===== src/design/quoted_token_splitter_unit_defines.svh =====
// Assertion macros used by the quoted token splitter datapath.
`ifndef QUOTED_TOKEN_SPLITTER_UNIT_DEFINES_SVH
`define QUOTED_TOKEN_SPLITTER_UNIT_DEFINES_SVH

`ifndef NO_ASSERTIONS
// A property checked at every rising clock edge outside reset.
`define QTS_ASSERT(lbl, prop, msg) \
  lbl: assert property (@(posedge clk) disable iff (rst) (prop)) else $error(msg);
// A condition that must never hold outside reset.
`define QTS_NEVER(lbl, cond, msg) \
  lbl: assert property (@(posedge clk) disable iff (rst) !(cond)) else $error(msg);
`else
`define QTS_ASSERT(lbl, prop, msg)
`define QTS_NEVER(lbl, cond, msg)
`endif

`endif


===== src/design/qts_pkg.sv =====
// Shared types, constants and helper function of the quoted token splitter.
`default_nettype none

package qts_pkg;

  // Sizes of the prefix buffer, the character sets and the per-word result limit.
  localparam int PREFIX_DEPTH = 8;
  localparam int SET_SLOTS    = 8;
  localparam int MAX_RESULTS  = 9;

  localparam int CH_W    = 8;
  localparam int CFG_W   = 64;
  localparam int CNT_REG_W = 4;
  localparam int CFG_IDX_W = 2;
  localparam int CNT_W   = $clog2(PREFIX_DEPTH + 1);
  localparam int IDX_W   = (PREFIX_DEPTH > 1) ? $clog2(PREFIX_DEPTH) : 1;
  localparam int RES_W   = $clog2(MAX_RESULTS + 1);

  // Special characters.
  localparam logic [CH_W-1:0] CH_QUOTE     = 8'h22;
  localparam logic [CH_W-1:0] CH_BACKSLASH = 8'h5C;

  // Result status codes.
  localparam logic [1:0] ST_OK       = 2'd0;
  localparam logic [1:0] ST_UNTERM   = 2'd1;
  localparam logic [1:0] ST_OVERFLOW = 2'd2;

  // Configuration register indexes.
  localparam logic [CFG_IDX_W-1:0] REG_DELIM_CHARS   = 2'd0;
  localparam logic [CFG_IDX_W-1:0] REG_DELIM_COUNT   = 2'd1;
  localparam logic [CFG_IDX_W-1:0] REG_DISCARD_CHARS = 2'd2;
  localparam logic [CFG_IDX_W-1:0] REG_DISCARD_COUNT = 2'd3;

  // Processing phase commanded by the controller.
  typedef enum logic [1:0] {
    PH_IDLE,
    PH_CHAR,
    PH_FLUSH,
    PH_LAST
  } phase_t;

  // Status reported by the datapath to the controller.
  typedef struct packed {
    logic accept;
    logic need_flush;
    logic flush_done;
    logic blocked;
    logic item_last;
  } qts_stat_t;

  // One result word.
  typedef struct packed {
    logic [CH_W-1:0] ch;
    logic            valid;
    logic            tend;
    logic [1:0]      status;
    logic            halt;
  } result_t;

  // True when c matches one of the first count byte slots.
  function automatic logic in_set(input logic [CFG_W-1:0] slots,
                                  input logic [CNT_REG_W-1:0] count,
                                  input logic [CH_W-1:0] c);
    logic hit;
    hit = 1'b0;
    for (int i = 0; i < SET_SLOTS; i++) begin
      if ((CNT_REG_W'(i) < count) && (slots[CH_W*i +: CH_W] == c)) begin
        hit = 1'b1;
      end
    end
    return hit;
  endfunction

endpackage

`default_nettype wire


===== src/design/qts_if.sv =====
// Handshake channels of the quoted token splitter: character input and result output.
`default_nettype none

interface qts_in_if;
  import qts_pkg::*;
  logic            valid;
  logic            ready;
  logic [CH_W-1:0] ch;
  logic            has_char;
  logic            last;

  modport source (output valid, output ch, output has_char, output last, input ready);
  modport sink (input valid, input ch, input has_char, input last, output ready);
endinterface

interface qts_out_if;
  import qts_pkg::*;
  logic            valid;
  logic            ready;
  logic [CH_W-1:0] out_ch;
  logic            out_valid;
  logic            token_end;
  logic [1:0]      status;
  logic            halted;
  logic            run_last;

  modport source (output valid, output out_ch, output out_valid, output token_end,
                  output status, output halted, output run_last, input ready);
  modport sink (input valid, input out_ch, input out_valid, input token_end,
                input status, input halted, input run_last, output ready);
endinterface

`default_nettype wire


===== src/design/qts_ctrl.sv =====
// Phase sequencer of the quoted token splitter.
`default_nettype none

module qts_ctrl (
  input  logic               clk,
  input  logic               rst,
  input  qts_pkg::qts_stat_t stat,
  output qts_pkg::phase_t    phase
);
  import qts_pkg::*;

  typedef enum logic [1:0] {
    S_IDLE,
    S_CHAR,
    S_FLUSH,
    S_LAST
  } state_t;

  state_t state;
  logic   ret_last;

  // Walk each word through its character phase, any prefix flush and, when last is set, its end phase.
  always_ff @(posedge clk) begin
    if (rst) begin
      state    <= S_IDLE;
      phase    <= PH_IDLE;
      ret_last <= 1'b0;
    end else begin
      unique case (state)
        S_IDLE: begin
          if (stat.accept) begin
            state <= S_CHAR;
            phase <= PH_CHAR;
          end
        end
        S_CHAR: begin
          if (stat.need_flush) begin
            state    <= S_FLUSH;
            phase    <= PH_FLUSH;
            ret_last <= 1'b0;
          end else if (!stat.blocked) begin
            if (stat.item_last) begin
              state <= S_LAST;
              phase <= PH_LAST;
            end else begin
              state <= S_IDLE;
              phase <= PH_IDLE;
            end
          end
        end
        S_FLUSH: begin
          if (!stat.blocked && stat.flush_done) begin
            if (ret_last) begin
              state <= S_LAST;
              phase <= PH_LAST;
            end else begin
              state <= S_CHAR;
              phase <= PH_CHAR;
            end
          end
        end
        S_LAST: begin
          if (stat.need_flush) begin
            state    <= S_FLUSH;
            phase    <= PH_FLUSH;
            ret_last <= 1'b1;
          end else if (!stat.blocked) begin
            state <= S_IDLE;
            phase <= PH_IDLE;
          end
        end
        default: begin
          state <= S_IDLE;
          phase <= PH_IDLE;
        end
      endcase
    end
  end

endmodule

`default_nettype wire


===== src/design/qts_dp.sv =====
// Datapath of the quoted token splitter: config, parse mode, prefix buffer, result staging.
`default_nettype none
`include "quoted_token_splitter_unit_defines.svh"

module qts_dp (
  input  logic                            clk,
  input  logic                            rst,
  input  logic                            cfg_write,
  input  logic [qts_pkg::CFG_IDX_W-1:0]   cfg_index,
  input  logic [qts_pkg::CFG_W-1:0]       cfg_data,
  input  qts_pkg::phase_t                 phase,
  output qts_pkg::qts_stat_t              stat,
  qts_in_if.sink                          chars,
  qts_out_if.source                       tokens
);
  import qts_pkg::*;

  typedef enum logic [2:0] {
    M_START,
    M_PLAIN,
    M_QUOTED,
    M_ESCAPE,
    M_AFTER,
    M_HALTED
  } mode_t;

  // Configuration registers.
  logic [CFG_W-1:0]     delim_chars;
  logic [CNT_REG_W-1:0] delim_count;
  logic [CFG_W-1:0]     discard_chars;
  logic [CNT_REG_W-1:0] discard_count;

  // Parser state and the held prefix.
  mode_t           mode;
  mode_t           mode_next;
  logic [CH_W-1:0] prefix_buf [PREFIX_DEPTH];
  logic [CNT_W-1:0] cnt;
  logic [CNT_W-1:0] cnt_next;
  logic [IDX_W-1:0] idx;
  logic [IDX_W-1:0] idx_next;
  logic             buf_we;

  // The word being worked on.
  logic [CH_W-1:0] it_ch;
  logic            it_has;
  logic            it_last;
  logic            it_disc;
  logic            it_dlm;
  logic [CH_W-1:0] held_ch;
  logic            held_dlm;

  // Result staging: the newest result waits here until no later end can fold into it.
  result_t          pend;
  logic             pend_v;
  logic [RES_W-1:0] res_n;
  result_t          out_q;
  logic             out_v;
  logic             out_last;

  logic    op_put;
  logic    op_end;
  result_t put_res;
  result_t new_res;
  logic    need_flush;
  logic    flush_done;
  logic    fold;
  logic    create;
  logic    full;
  logic    push_op;
  logic    blocked;
  logic    can_push;
  logic    fin_push;
  logic    accept;

  assign it_disc  = in_set(discard_chars, discard_count, it_ch);
  assign it_dlm   = in_set(delim_chars, delim_count, it_ch);
  assign held_ch  = prefix_buf[idx];
  assign held_dlm = in_set(delim_chars, delim_count, held_ch);

  // Decode the operation of this cycle from phase, mode and the current character.
  always_comb begin
    op_put     = 1'b0;
    op_end     = 1'b0;
    put_res    = '0;
    mode_next  = mode;
    cnt_next   = cnt;
    idx_next   = idx;
    buf_we     = 1'b0;
    need_flush = 1'b0;
    flush_done = 1'b0;
    unique case (phase)
      PH_CHAR: begin
        if (it_has) begin
          unique case (mode) inside
            M_START: begin
              if (it_disc) begin
                if (cnt < CNT_W'(PREFIX_DEPTH)) begin
                  buf_we   = 1'b1;
                  cnt_next = cnt + CNT_W'(1);
                end else begin
                  op_put         = 1'b1;
                  put_res.status = ST_OVERFLOW;
                end
              end else if (it_ch == CH_QUOTE) begin
                cnt_next  = '0;
                mode_next = M_QUOTED;
              end else if (cnt != '0) begin
                need_flush = 1'b1;
              end else if (it_dlm) begin
                op_end = 1'b1;
              end else begin
                op_put        = 1'b1;
                put_res.ch    = it_ch;
                put_res.valid = 1'b1;
                mode_next     = M_PLAIN;
              end
            end
            M_PLAIN: begin
              if (it_dlm) begin
                op_end    = 1'b1;
                mode_next = M_START;
              end else begin
                op_put        = 1'b1;
                put_res.ch    = it_ch;
                put_res.valid = 1'b1;
              end
            end
            M_QUOTED: begin
              if (it_ch == CH_BACKSLASH) begin
                mode_next = M_ESCAPE;
              end else if (it_ch == CH_QUOTE) begin
                op_end    = 1'b1;
                mode_next = M_AFTER;
              end else begin
                op_put        = 1'b1;
                put_res.ch    = it_ch;
                put_res.valid = 1'b1;
              end
            end
            M_ESCAPE: begin
              op_put        = 1'b1;
              put_res.ch    = it_ch;
              put_res.valid = 1'b1;
              mode_next     = M_QUOTED;
            end
            M_AFTER: begin
              if (it_disc) begin
                mode_next = M_AFTER;
              end else if (it_dlm) begin
                mode_next = M_START;
              end else begin
                op_put       = 1'b1;
                put_res.halt = 1'b1;
                mode_next    = M_HALTED;
              end
            end
            default: begin
              mode_next = mode;
            end
          endcase
        end
      end
      PH_FLUSH: begin
        // A held delimiter splits the token; anything else is token text.
        if (held_dlm) begin
          op_end = 1'b1;
        end else begin
          op_put        = 1'b1;
          put_res.ch    = held_ch;
          put_res.valid = 1'b1;
        end
        if ((CNT_W'(idx) + CNT_W'(1)) == cnt) begin
          flush_done = 1'b1;
          cnt_next   = '0;
          idx_next   = '0;
        end else begin
          idx_next = idx + IDX_W'(1);
        end
      end
      PH_LAST: begin
        if ((mode == M_START) && (cnt != '0)) begin
          need_flush = 1'b1;
        end else begin
          unique case (mode) inside
            M_START, M_PLAIN: begin
              op_end = 1'b1;
            end
            M_QUOTED, M_ESCAPE: begin
              op_put         = 1'b1;
              put_res.tend   = 1'b1;
              put_res.status = ST_UNTERM;
            end
            default: begin
              op_put = 1'b0;
            end
          endcase
          mode_next = M_START;
          cnt_next  = '0;
        end
      end
      default: begin
        op_put = 1'b0;
      end
    endcase
  end

  // Fold a token end into the staged result where allowed, else make a new result.
  always_comb begin
    new_res      = '0;
    new_res.tend = 1'b1;
    if (op_put) begin
      new_res = put_res;
    end
  end

  assign fold     = pend_v && pend.valid && !pend.tend && (pend.status == ST_OK);
  assign create   = op_put || (op_end && !fold);
  assign full     = (res_n >= RES_W'(MAX_RESULTS));
  assign can_push = !out_v || tokens.ready;
  assign push_op  = create && pend_v && !full;
  assign blocked  = push_op && !can_push;
  assign fin_push = (phase == PH_IDLE) && pend_v && can_push;

  assign chars.ready = !rst && (phase == PH_IDLE) && (!pend_v || can_push);
  assign accept      = chars.valid && chars.ready;

  assign stat.accept     = accept;
  assign stat.need_flush = need_flush;
  assign stat.flush_done = flush_done;
  assign stat.blocked    = blocked;
  assign stat.item_last  = it_last;

  // Configuration writes.
  always_ff @(posedge clk) begin
    if (rst) begin
      delim_chars   <= '0;
      delim_count   <= CNT_REG_W'(1);
      discard_chars <= '0;
      discard_count <= '0;
    end else if (cfg_write) begin
      unique case (cfg_index)
        REG_DELIM_CHARS:   delim_chars   <= cfg_data;
        REG_DELIM_COUNT:   delim_count   <= cfg_data[CNT_REG_W-1:0];
        REG_DISCARD_CHARS: discard_chars <= cfg_data;
        REG_DISCARD_COUNT: discard_count <= cfg_data[CNT_REG_W-1:0];
        default: delim_count <= delim_count;
      endcase
    end
  end

  // Latch the accepted word.
  always_ff @(posedge clk) begin
    if (accept) begin
      it_ch   <= chars.ch;
      it_has  <= chars.has_char;
      it_last <= chars.last;
    end
  end

  // Prefix buffer contents.
  always_ff @(posedge clk) begin
    if (buf_we && !blocked) begin
      prefix_buf[cnt[IDX_W-1:0]] <= it_ch;
    end
  end

  // Parser state.
  always_ff @(posedge clk) begin
    if (rst) begin
      mode <= M_START;
      cnt  <= '0;
      idx  <= '0;
    end else if (!blocked) begin
      mode <= mode_next;
      cnt  <= cnt_next;
      idx  <= idx_next;
    end
  end

  // Staged result and per-word result count.
  always_ff @(posedge clk) begin
    if (rst) begin
      pend_v <= 1'b0;
      res_n  <= '0;
    end else begin
      if (fin_push) begin
        pend_v <= 1'b0;
      end
      if (accept) begin
        res_n <= '0;
      end else if (!blocked) begin
        if (create) begin
          if (full) begin
            pend.status <= ST_OVERFLOW;
          end else begin
            pend   <= new_res;
            pend_v <= 1'b1;
            res_n  <= res_n + RES_W'(1);
          end
        end else if (op_end) begin
          pend.tend <= 1'b1;
        end
      end
    end
  end

  // Output register.
  always_ff @(posedge clk) begin
    if (rst) begin
      out_v <= 1'b0;
    end else if ((push_op && !blocked) || fin_push) begin
      out_v    <= 1'b1;
      out_q    <= pend;
      out_last <= fin_push;
    end else if (tokens.ready) begin
      out_v <= 1'b0;
    end
  end

  assign tokens.valid     = out_v;
  assign tokens.out_ch    = out_q.ch;
  assign tokens.out_valid = out_q.valid;
  assign tokens.token_end = out_q.tend;
  assign tokens.status    = out_q.status;
  assign tokens.halted    = out_q.halt;
  assign tokens.run_last  = out_last;

  `QTS_NEVER(a_res_cap, res_n > RES_W'(MAX_RESULTS), "result count above limit")
  `QTS_NEVER(a_cnt_cap, cnt > CNT_W'(PREFIX_DEPTH), "prefix count above depth")
  `QTS_ASSERT(a_no_overrun, (out_v && !tokens.ready) |-> !(push_op && !blocked), "output overrun")
  `QTS_ASSERT(a_accept_seq, accept |=> (phase == PH_CHAR), "accepted word not processed")
  `QTS_ASSERT(a_flush_ctx, (phase == PH_FLUSH) |-> (mode == M_START && cnt != '0), "bad flush")

endmodule

`default_nettype wire


===== src/design/quoted_token_splitter_unit.sv =====
// A word is accepted in the idle phase, then decoded in the character phase; when last is
// set it also runs the end phase. A prefix flush handles the held characters in turn, then
// reruns the interrupted phase. A stalled output holds the sequencer; a word's final result
// enters the output register in the idle phase after its last phase, once output can take
// it. Words are accepted only in the idle phase. Reset (rst, synchronous): parser to token
// start, prefix count and output cleared, config reset; prefix buffer undefined until written.
`default_nettype none

module quoted_token_splitter_unit (
  input  logic                          clk,
  input  logic                          rst,
  input  logic                          cfg_write,
  input  logic [qts_pkg::CFG_IDX_W-1:0] cfg_index,
  input  logic [qts_pkg::CFG_W-1:0]     cfg_data,
  qts_in_if.sink                        chars,
  qts_out_if.source                     tokens
);
  import qts_pkg::*;

  phase_t    phase;
  qts_stat_t stat;

  // Phase sequencer.
  qts_ctrl u_ctrl (
    .clk   (clk),
    .rst   (rst),
    .stat  (stat),
    .phase (phase)
  );

  // Parser datapath and output register.
  qts_dp u_dp (
    .clk       (clk),
    .rst       (rst),
    .cfg_write (cfg_write),
    .cfg_index (cfg_index),
    .cfg_data  (cfg_data),
    .phase     (phase),
    .stat      (stat),
    .chars     (chars),
    .tokens    (tokens)
  );

endmodule

`default_nettype wire

===== src/flat_wrapper.sv =====
// flat-port wrapper written by rule: the top's interface ports become plain ports
module quoted_token_splitter_unit_flat import qts_pkg::*;
  (clk, rst, cfg_write, cfg_index, cfg_data, chars_valid, chars_ch, chars_has_char, chars_last, chars_ready, tokens_valid, tokens_out_ch, tokens_out_valid, tokens_token_end, tokens_status, tokens_halted, tokens_run_last, tokens_ready);
  qts_in_if chars_i ();
  qts_out_if tokens_i ();
  input  logic clk;
  input  logic rst;
  input  logic cfg_write;
  input  logic [qts_pkg::CFG_IDX_W-1:0] cfg_index;
  input  logic [qts_pkg::CFG_W-1:0] cfg_data;
  input wire logic [$bits(chars_i.valid)-1:0] chars_valid;
  input wire logic [$bits(chars_i.ch)-1:0] chars_ch;
  input wire logic [$bits(chars_i.has_char)-1:0] chars_has_char;
  input wire logic [$bits(chars_i.last)-1:0] chars_last;
  output wire logic [$bits(chars_i.ready)-1:0] chars_ready;
  output wire logic [$bits(tokens_i.valid)-1:0] tokens_valid;
  output wire logic [$bits(tokens_i.out_ch)-1:0] tokens_out_ch;
  output wire logic [$bits(tokens_i.out_valid)-1:0] tokens_out_valid;
  output wire logic [$bits(tokens_i.token_end)-1:0] tokens_token_end;
  output wire logic [$bits(tokens_i.status)-1:0] tokens_status;
  output wire logic [$bits(tokens_i.halted)-1:0] tokens_halted;
  output wire logic [$bits(tokens_i.run_last)-1:0] tokens_run_last;
  input wire logic [$bits(tokens_i.ready)-1:0] tokens_ready;
  assign chars_i.valid = chars_valid;
  assign chars_i.ch = chars_ch;
  assign chars_i.has_char = chars_has_char;
  assign chars_i.last = chars_last;
  assign chars_ready = chars_i.ready;
  assign tokens_valid = tokens_i.valid;
  assign tokens_out_ch = tokens_i.out_ch;
  assign tokens_out_valid = tokens_i.out_valid;
  assign tokens_token_end = tokens_i.token_end;
  assign tokens_status = tokens_i.status;
  assign tokens_halted = tokens_i.halted;
  assign tokens_run_last = tokens_i.run_last;
  assign tokens_i.ready = tokens_ready;
  quoted_token_splitter_unit u_core (.clk(clk), .rst(rst), .cfg_write(cfg_write), .cfg_index(cfg_index), .cfg_data(cfg_data), .chars(chars_i), .tokens(tokens_i));
endmodule

===== config.mk =====
export PLATFORM = sky130hd
export DESIGN_NAME = quoted_token_splitter_unit_flat
export DESIGN_NICKNAME = d
export VERILOG_FILES = /design/src/design/qts_pkg.sv /design/src/design/qts_if.sv /design/src/design/qts_ctrl.sv /design/src/design/qts_dp.sv /design/src/design/quoted_token_splitter_unit.sv /design/src/flat_wrapper.sv
export VERILOG_INCLUDE_DIRS = /design/src /design/src/design
export SDC_FILE = /design/constraint.sdc
export NUM_CORES = 1
export LEC_CHECK = 0
export ABC_AREA = 1
export BUFFER_PORTS_ARGS = -buffer_cell sky130_fd_sc_hd__buf_2
export CAP_MARGIN = 20
export CORE_UTILIZATION = 29
export CTS_CLUSTER_DIAMETER = 30
export CTS_CLUSTER_SIZE = 20
export DETAILED_ROUTE_END_ITERATION = 16
export PLACE_DENSITY = 0.56
export SLEW_MARGIN = 25
export SYNTH_ARGS = -nofsm -noshare
export SYNTH_HDL_FRONTEND = slang
export SYNTH_SLANG_ARGS = --single-unit

===== constraint.sdc =====
create_clock -name clk -period 8.3 [get_ports clk]
set_input_delay 2.49 -clock clk [delete_from_list [all_inputs] [get_ports clk]]
set_output_delay 2.49 -clock clk [all_outputs]
set_load 0.03 [all_outputs]

# Word-level counts from Yosys, hierarchy flattened
# Memories as Yosys holds them, arrays and structs flattened. A register that Yosys moved wholly into a read port is not among the register bits.
# Index checks and enable logic that the tools add are counted.
# op_classes
add_sub_neg,4
magnitude_cmp,18
n_eq_ne,56
mux,133
n_bitwise,5
reduce_logical,80
# op_table
operator,n
== test 8 bit,24
two-way mux 1 bit,76
two-way mux 9 bit,8
two-way mux 3 bit,17
logical AND 1 bit,40
one-hot mux 9 bit (4 select lines),1
"< comparator 3 x 4 -> 1 bit, first input constant",8
two-way mux 4 bit,8
two-way mux 2 bit,11
"!= test 2 bit, second input constant",9
"!= test 3 bit, second input constant",6
one-hot mux 9 bit (2 select lines),1
"< comparator 1 x 4 -> 1 bit, first input constant",4
"< comparator 2 x 4 -> 1 bit, first input constant",4
one-hot mux 3 bit (5 select lines),1
"!= test 4 bit, second input constant",3
one-hot mux 4 bit (3 select lines),1
AND reduction 2 bit,6
AND reduction 4 bit,3
AND reduction 10 bit,1
AND reduction 5 bit,2
one-hot mux 1 bit (3 select lines),3
"adder 4 x 1 -> 4 bit, second input constant",2
"== test 2 bit, second input constant",4
28 further kinds,53
# totals
register_bits,192
ramBits,64
in_bits,81
out_inout_bits,16
wordCells,324
n_memories,1
# memory_table
memory,depth,width,rd,rd_ports_with_merged_regs,wr,line_no,rtl
u_core.u_dp.prefix_buf,8,8,1,1,1,qts_dp.sv:36,logic [CH_W-1:0] prefix_buf [PREFIX_DEPTH];

# Depth between registers and ports, before layout
# Gate-level depths: netlist of run 1.
# depth
depth_word,26
mapped_depth,29
depth_no_buf,26

# Hierarchy
# Synthesis of run 1 repeated with hierarchy kept, for this count alone.
# unflattened
cells_unflattened,1814
hier_area_um2,13641.8
# modules_own_cells
mod,n_inst,cells_per_inst,area_per_inst_um2,seq_area_each_um2
qts_dp,1,1786,13470.4,6135.9
qts_ctrl,1,28,171.4,60.1

# Least setup slack after synthesis of run 1
# OpenSTA, ideal clock, no wires.
# synth_path
path_kind,input -> output
startpoint,input port rst
endpoint,output port chars_ready
arrival_ps,3366
required_time_ps,5810
slack_ps,2444
cell_stages,4
n_path_buf,1
cell_sequence,clkbuf_1 clkinv_1 o311ai_0 inv_1
# synth_between
elab_chain_cells,3
# synth_rtl
element,line_no,rtl
"start, declared",flat_wrapper.sv:7,input logic rst;
zero test 1 bit,qts_dp.sv:224,assign chars.ready = !rst && (phase == PH_IDLE) && (!pend_v || can_push);
logical AND 1 bit (2 in a row),qts_dp.sv:224,
"end, declared",flat_wrapper.sv:15,output wire logic [$bits(chars_i.ready)-1:0] chars_ready;
# No other way between the ends.

# Worst setup path in the final report of run 1
# Ends and elaborated chain as after synthesis.

==> results.toml, run 1 <==
[detailed_routing]
drt-initial-drc-count = 1084
via_per_inst = 4.90
drc = 0
final_antenna_net_count = 0
dr.pass1.iters = 5
num_vias = 12800
drt-total-wl_mm = 45.6
wl_per_cell_um = 17.4

[place]
dp_hpwl_mm = 30.3
gp_congestion = 0.884
io_buffers = 96

[yosys]
syn_area_mm2 = 0.0136
ys.flop_type = "dfxtp_1"
synthesis.nets = 1935
async_flop_share = 0
yosys_register_bits = 259
syn_avg_cell_area_um2 = 7.40
seq_area_frac_synth = 0.455
ys_warn_count = 0
yosysUniqueCellTypes = 45
synth_edf_count = 101
syn_inst = 1843

[pwr]
p_comb_frac = 0.177
internal_power_uw = 3510
power.leakage_uw = 0.00726
seq_power_share = 0.290
power_frac_clock = 0.533
switching_share = 0.299
p_switching_uw = 1500
ir_drop_v = 0.000163
power_density_mw_per_mm2 = 295

[flow_run]
cap_violations = 0

[timing]
slew_violations = 0
grt_setup_unrepaired = "false"
finalHoldViolCount = 0
post-route-min-period_ns = 6.16
fin_worst_skew_ns = 0.0162
finalSetupTns_ns = 0
fin_crit_sh = 0.743
slew_headroom = 0.344
worstMarginPinSlew_ns = 0.984
fmax_mhz = 162
finalSetupViolations = 0

[clock_network]
cts_hold_buf = 0
clk_pin_slew_ns = 0.04
clockRootBuffer = "clkbuf_16"
clock_sinks = 259
cts_setup_buffers = 0
cts_buffers = 68
clk_latency_ns = 0.58
cts_buffer_depth = 3
htree_levels = 3
ctsResizeCount = 0
tritoncts = "done"

[worst_setup_path]
cp_max_fo = 33
worstPathRequired_ns = 5.81
arrival_ns = 3.67
critPathKind = "in2out"
endpoint_kind = "primary output"
crit_path_start_kind = "primary input"

[status]
status = "finished, final reports clean"

[layout]
drive_above_1_share = 0.140
utilization = 0.366
fin_nets = 2046
areaGrowthSynthToFinish_pct = 24.7
antenna_cells = 0

[global_route]
gr-total-overflow = 0
grt_max_degree = 114
grt_antenna_before_repair = 1
grt_pass1_wl_mm = 70.1
grt_use_total = 0.192
grt_pass1_vias = 12400

[die]
die-area_mm2 = 0.0479
initial_core_util = 0.293
fp.dieH_um = 219
num_rows = 79
ios = 97
dieWidth_um = 219
core_mm2 = 0.0465

[hold_path]
hold_path_class = "reg2reg"
[sequential cells by signal, summed over array words and instances (netlist names), 2 cells and up, named ones only]
register and flops:
u_core.u_dp.prefix_buf 64, u_core.u_dp.tokens.status 2, u_core.u_dp.discard_count 4, u_core.u_dp.it_ch 8, u_core.u_dp.cnt 4, u_core.u_dp.delim_count 4
u_core.u_dp.idx 3, u_core.u_dp.tokens.out_ch 8, u_core.u_dp.res_n 4, u_core.u_dp.discard_chars 64, u_core.u_dp.pend 13, u_core.u_dp.mode 3
u_core.u_dp.delim_chars 64, u_core.u_ctrl.phase 2
[Yosys cell counts (16+ instances only)]
cell,instances,share of area
xnor2_1,59,0.038
o21ai_1,16,0.0059
dfxtp_1,158,0.23
nand4_1,25,0.011
clkbuf_1,42,0.012
nand2_1,445,0.12
inv_1,179,0.049
nand3_1,99,0.036
nor3_1,19,0.0070
buf_2,16,0.0059
edfxtp_1,101,0.22
o21ai_0,155,0.057
a21oi_1,101,0.037
xor2_1,22,0.014
nor2_1,293,0.081
[placed cells by master (no fill, tap or decap), types with 68 or more instances in the layout]
master,n
nand2_1,445
nor2_1,291
inv_1,178
dfxtp_1,158
o21ai_0,155
a21oi_1,101
edfxtp_1,101
nand3_1,99
buf_2,96
clkbuf_16,68
[worst max-delay path, stage by stage]
cell,delay [ns]
buf_2,0.23
clkinv_2,0.42
o311ai_0,0.24
inv_1,0.09
buf_2,0.19
[final timing paths]
check / start / depth (start not counted) / to / slack [ns]
max: rst / 5 / chars_ready / 2.14
min: u_core.u_dp.pend[7]$_SDFFCE_PP0P_ / 0 / u_core.u_dp.tokens.out_ch[2]$_DFFE_PP_ / 0.41
min reg2reg: u_core.u_dp.pend[7]$_SDFFCE_PP0P_ / 0 / u_core.u_dp.tokens.out_ch[2]$_DFFE_PP_ / 0.41
max reg2reg: u_core.u_dp.it_ch[5]$_DFFE_PP_ / 22 / u_core.u_dp.prefix_buf[7][5]$_DFFE_PP_ / 3.62
[routing by layer]
| metal | up-vias | wire, um | track usage | share of wire |
|---|---|---|---|---|
| met4 | 0 | 1490 | 0.0773 | 0.033 |
| li1 | 6207 | - | - | - |
| met1 | 6024 | 20000 | 0.248 | 0.44 |
| met2 | 473 | 21100 | 0.312 | 0.46 |
| met3 | 115 | 3010 | 0.0370 | 0.066 |
| met5 | - | 0 | 0 | 0 |
[per-stage QoR]
stage | instance area (um^2) | hold slack, ns | power (uW) | setup slack (ns) | instances
2_1_floorplan | 13600 | 0.400 | 2100 | 2.44 | 1843
3_3_place_gp | 14600 | 0.408 | 2340 | 2.06 | 2489
3_5_place_dp | 14700 | 0.405 | 2350 | 2.08 | 2491
4_1_cts | 17000 | 0.413 | 5030 | 2.08 | 2615
5_1_grt | 17000 | 0.424 | 5210 | 1.99 | 2615
6_report | 17000 | 0.413 | 5010 | 2.14 | 2615
[layout make-up]
type / instances / area, um^2
fill: 4872 / 29500
inverter: 193 / 728
sequential: 259 / 6200
multi-input combinational: 1314 / 6320
clock buffer: 88 / 1840
timing repair buffer: 118 / 657
tap: 607 / 759
clock inverter: 36 / 497
[cell families (layout without fill, tap and decap cells)]
kind of cell    after synthesis  after routing  synth area share
fa+ha+maj                    11             11            0.0101
flops                       259            259             0.455
simple gates                925            925             0.286
xor+xnor                     81             81            0.0520
compound gates              297            297             0.114
buf+inv                     270            435            0.0834
[power by group through the flow]
stage	Sequential [uW]	Combinational, uW	Clock [uW]
after floorplan	1480	621	0
after global placement	1480	858	0
after detailed placement	1480	873	0
after CTS	1450	878	2700
after global routing	1460	982	2770
final	1460	885	2670
(Power assumes the default switching activity.)
==> run 2, diff against run 1 <==
- PLACE_DENSITY: 0.56 -> 0.58
- clock period: 8.3 -> 4.9 ns (I/O delays scaled with it)
==> results.toml, run 2 (synthesized netlist as in run 1, its figures left out) <==
[status]
status = "finished, final reports clean"

[detailed_routing]
num_vias = 12800
wl_per_cell_um = 17.9
drt-initial-drc-count = 1089
drt-total-wl_mm = 46.9
drc = 0
final_antenna_net_count = 0
dr.pass1.iters = 6
via_per_inst = 4.91

[timing]
post-route-min-period_ns = 4.08
finalSetupViolations = 0
worstMarginPinSlew_ns = 0.896
fin_crit_sh = 0.832
slew_violations = 0
finalSetupTns_ns = 0
fin_worst_skew_ns = 0.0302
slew_headroom = 0.402
grt_setup_unrepaired = "false"
finalHoldViolCount = 0
fmax_mhz = 245

[worst_setup_path]
crit_path_start_kind = "flop"
endpoint_kind = "flop"
crit_family = "simple AND/OR/NAND/NOR gates"
critPathKind = "reg2reg"
critPathBufInv = 3
cpMostUsedCell = "nand2_1"
cp_slowest_cell = "inv_1"
worstPathCellList = "inv_1 > nand2_1 > nand2_1 > nand2_1 > nor2_1 > nand2_1 > nand2_1 > nand2_1 > nand2_1 > o21ai_0 > nand2_2 > nor2_1 > nor2_1 > nand2_1 > nand2_1 > nand3_2 > nand2_4 > nand2_4 > nand3_4 > nand2_1 > inv_1 > nand2_1 > nor3_1 > buf_4"
cp_max_fo = 13
worstPathRequired_ns = 5.17
arrival_ns = 4.35
max_stage_delay_ns = 0.67

[layout]
final_cell_mix = "nand2_1 (445), nor2_1 (292), inv_1 (178), dfxtp_1 (158), o21ai_0 (155)"
areaGrowthSynthToFinish_pct = 23.2
fin_nets = 2048
antenna_cells = 0
mostFrequentLayoutCell = "nand2_1"
drive_above_1_share = 0.143
finalNonFillerCells = 2613

[global_route]
grt_max_degree = 92
grt_antenna_before_repair = 0
gr-total-overflow = 0
grt_use_total = 0.196
grt_pass1_vias = 12700
grt_pass1_wl_mm = 71.6

[clock_network]
cts_buffer_depth = 3
clk_pin_slew_ns = 0.05
clock_sinks = 259
clockRootBuffer = "clkbuf_16"
cts_buffers = 60
cts_setup_buffers = 0
htree_levels = 2
clk_latency_ns = 0.59
cts_hold_buf = 0
ctsResizeCount = 0
tritoncts = "done"

[place]
gp_congestion = 0.940
post-place-cells = 2501
io_buffers = 96
dp_hpwl_mm = 32.2

[flow_run]
cap_violations = 0

[die]
ios = 97
initial_core_util = 0.293
dieWidth_um = 219
fp.dieH_um = 219
die-area_mm2 = 0.0479
core_mm2 = 0.0465
num_rows = 79

[pwr]
ir_drop_v = 0.000243
power_density_mw_per_mm2 = 477
power.leakage_uw = 0.00718

[hold_path]
hold_path_class = "reg2reg"
[run 2: cell count changes in the layout (fill, tap and decap cells not counted), sizes merged]
cell / change
clkinv: +10
bufinv: -1
buf: +10
clkbuf: -22
clkinvlp: +4
inv: -3
[run 2: final cells by class]
cell class / count / area [um^2]
multi-input combinational: 1314 / 6310
sequential: 259 / 6200
inverter: 193 / 729
timing repair buffer: 128 / 746
clock buffer: 66 / 1560
tap: 607 / 759
clock inverter: 46 / 498
fill: 4890 / 29700
[run 2: final timing paths]
check / from / end / slack [ns] / cells after the start
worst max-delay path: u_core.u_dp.it_ch[0]$_DFFE_PP_ / u_core.u_dp.prefix_buf[2][5]$_DFFE_PP_ / 0.82 / 24
worst min-delay path: u_core.u_dp.pend[0]$_SDFFCE_PN0P_ / u_core.u_dp.tokens.halted$_DFFE_PP_ / 0.41 / 0
worst max register to register: u_core.u_dp.it_ch[0]$_DFFE_PP_ / u_core.u_dp.prefix_buf[2][5]$_DFFE_PP_ / 0.82 / 24
worst min register to register: u_core.u_dp.pend[0]$_SDFFCE_PN0P_ / u_core.u_dp.tokens.halted$_DFFE_PP_ / 0.41 / 0
[run 2: metrics by stage]
step           hold WS [ns]  power [uW]   util  setup WS [ns]  cell area (um^2)
2_1_floorplan         0.400        3550      -           1.08             13600
3_3_place_gp          0.409        3990  0.317          0.930             14700
3_5_place_dp          0.406        4010  0.317          0.860             14700
4_1_cts               0.409        8040  0.362          0.840             16800
5_1_grt               0.422        8340  0.362          0.438             16800
6_report              0.414        8010  0.362          0.825             16800
[run 2: power by group]
group / internal (uW) / total, uW / switching, uW / leakage [uW]
Clock: 2710 / 4010 / 1300 / 0.000989
Sequential: 2380 / 2470 / 96.6 / 0.00221
Combinational: 459 / 1530 / 1070 / 0.00398
Total: 5540 / 8010 / 2460 / 0.00718
[run 2: layer usage]
| metal | track usage | wire length (um) | vias up |
|---|---|---|---|
| met5 | 0 | 0 | - |
| met4 | 0.0731 | 1470 | 0 |
| met3 | 0.0373 | 3580 | 107 |
| met2 | 0.321 | 21500 | 536 |
| met1 | 0.255 | 20300 | 5989 |
| li1 | - | - | 6205 |
==> run 3, diff against run 2 <==
- PLACE_DENSITY: 0.58 -> 0.56
- clock period: 4.9 -> 3.9 ns (I/O delays scaled with it)
==> results.toml, run 3 (synthesized netlist as in run 1, its figures left out) <==
[die]
core_mm2 = 0.0465
die-area_mm2 = 0.0479
dieWidth_um = 219
num_rows = 79
ios = 97
fp.dieH_um = 219
initial_core_util = 0.293

[timing]
worstMarginPinSlew_ns = 0.958
finalSetupTns_ns = 0
finalHoldViolCount = 0
fmax_mhz = 278
fin_ws_ns = 0.301
finalSetupViolations = 0
fin_worst_skew_ns = 0.0158
slew_headroom = 0.362
fin_crit_sh = 0.923
slew_violations = 0
grt_setup_unrepaired = "false"
post-route-min-period_ns = 3.60

[hold_path]
hold_path_class = "reg2reg"

[clock_network]
clockRootBuffer = "clkbuf_16"
cts_buffer_depth = 3
htree_levels = 2
cts_buffers = 61
clk_pin_slew_ns = 0.05
clock_sinks = 259
tritoncts = "done"
clk_latency_ns = 0.59
cts_hold_buf = 0

[detailed_routing]
drt-initial-drc-count = 1131
final_antenna_net_count = 0
wl_per_cell_um = 18.0
num_vias = 13000
via_per_inst = 4.92
dr.pass1.iters = 5
drc = 0
drt-total-wl_mm = 47.6

[worst_setup_path]
r2r_start = "u_core.u_dp.it_ch[2]$_DFFE_PP_"
critPathKind = "reg2reg"
endpoint = "u_core.u_dp.prefix_buf[7][5]$_DFFE_PP_"
endpoint_kind = "flop"
r2r_slack_ns = 0.30
cp_max_fo = 27
reg2reg_depth = 23
arrival_ns = 3.89
crit_path_start_kind = "flop"
worstSetupStartpoint = "u_core.u_dp.it_ch[2]$_DFFE_PP_"
r2r_end = "u_core.u_dp.prefix_buf[7][5]$_DFFE_PP_"
worstPathRequired_ns = 4.19

[place]
pre_cts_ws_ns = 0.291
placed_area_mm2 = 0.0149
post-place-cells = 2520
dp_hpwl_mm = 33.6
gp_congestion = 0.943
io_buffers = 96

[global_route]
grt_max_degree = 145
gr-total-overflow = 0
grt_pass1_wl_mm = 72.9
grt_antenna_before_repair = 0
grt_pass1_vias = 12500
grt_use_total = 0.199

[pwr]
switching_share = 0.300
power.leakage_uw = 0.00736
p_comb_frac = 0.186
p_switching_uw = 3150
seq_power_share = 0.296
ir_drop_v = 0.000328
power_frac_clock = 0.518
internal_power_uw = 7350
power_density_mw_per_mm2 = 612

[status]
status = "finished, final reports clean"

[layout]
areaGrowthSynthToFinish_pct = 25.9
fin_nets = 2071
antenna_cells = 0
design_area_mm2 = 0.0172
mostFrequentLayoutCell = "nand2_1"
final_cell_mix = "nand2_1 (445), nor2_1 (291), inv_1 (178), dfxtp_1 (158), o21ai_0 (155)"
finalNonFillerCells = 2638
drive_above_1_share = 0.154

[flow_run]
cap_violations = 0
==> run 3: cell count changes in the layout (fill, tap and decap cells not counted), moves of 4 or more <==
cell	before	now
buf_6	0	4
clkbuf_8	4	9
clkinv_2	14	9
buf_4	30	46
clkinv_1	5	0
clkbuf_1	2	6
clkinv_4	8	2
==> run 3: repair_timing <==
item,4_1_cts,5_1_grt
setup buffers,0,3
gates resized for setup,0,5
setup endpoints to repair,0,74
==> run 3: worst min-delay path by stage <==
stage / start / end / slack (ns) / cells past startpoint
global route: u_core.u_dp.pend[0]$_SDFFCE_PN0P_ / u_core.u_dp.tokens.halted$_DFFE_PP_ / 0.43 / 0
detailed placement: u_core.u_dp.pend[11]$_SDFFCE_PP0P_ / u_core.u_dp.tokens.out_ch[6]$_DFFE_PP_ / 0.40 / 0
global placement: u_core.u_dp.pend[0]$_SDFFCE_PN0P_ / u_core.u_dp.tokens.halted$_DFFE_PP_ / 0.40 / 0
CTS: u_core.u_dp.pend[11]$_SDFFCE_PP0P_ / u_core.u_dp.tokens.out_ch[6]$_DFFE_PP_ / 0.42 / 0
finish: u_core.u_dp.pend[11]$_SDFFCE_PP0P_ / u_core.u_dp.tokens.out_ch[6]$_DFFE_PP_ / 0.42 / 0
floorplan: u_core.u_dp.pend[0]$_SDFFCE_PN0P_ / u_core.u_dp.tokens.halted$_DFFE_PP_ / 0.40 / 0
==> run 3: per-layer routing <==
layer	share of wire	global-route usage	vias up
li1	-	-	6246
met1	0.45	0.269	6145
met2	0.46	0.321	481
met3	0.065	0.0302	99
met4	0.031	0.0715	0
met5	0	0	-
==> run 3: metrics by stage <==
| step | total power, uW | hold slack [ns] | util |
|---|---|---|---|
| floorplan | 4460 | 0.400 | - |
| global placement | 5060 | 0.405 | 0.321 |
| detailed placement | 5070 | 0.405 | 0.321 |
| CTS | 10500 | 0.419 | 0.368 |
| global route | 10900 | 0.425 | 0.369 |
| finish | 10500 | 0.417 | 0.369 |
==> run 3: area by class of cell <==
type                       instances  area (um^2)
fill                            4856        29300
multi-input combinational       1314         6310
sequential                       259         6200
clock buffer                      76         1670
timing repair buffer             150          951
tap                              607          759
inverter                         193          728
clock inverter                    39          542
==> run 3: critical path, stage by stage, from the launching register on <==
cell and delay (ns):
edfxtp_1 0.37, buf_12 0.24, inv_2 0.16, or2_2 0.30, nand3_1 0.08, nor2_1 0.08
nand2_1 0.07, nand2_1 0.05, nand2_1 0.10, nand3_1 0.12, nor2_2 0.30, nand2_1 0.09
nand3_1 0.10, nand2_1 0.05, nand2_1 0.07, nand3_2 0.10, nand2_4 0.11, nand2_4 0.09
nand3_4 0.07, nand2_1 0.07, inv_1 0.07, nand2_1 0.15, nor3_1 0.20, buf_4 0.21
==> run 3: power by group through the flow <==
stage / Clock (uW) / Combinational [uW] / Sequential (uW)
floorplan: 0 / 1320 / 3140
global placement: 0 / 1910 / 3150
detailed placement: 0 / 1920 / 3150
CTS: 5500 / 1930 / 3100
global route: 5650 / 2160 / 3120
finish: 5440 / 1960 / 3110
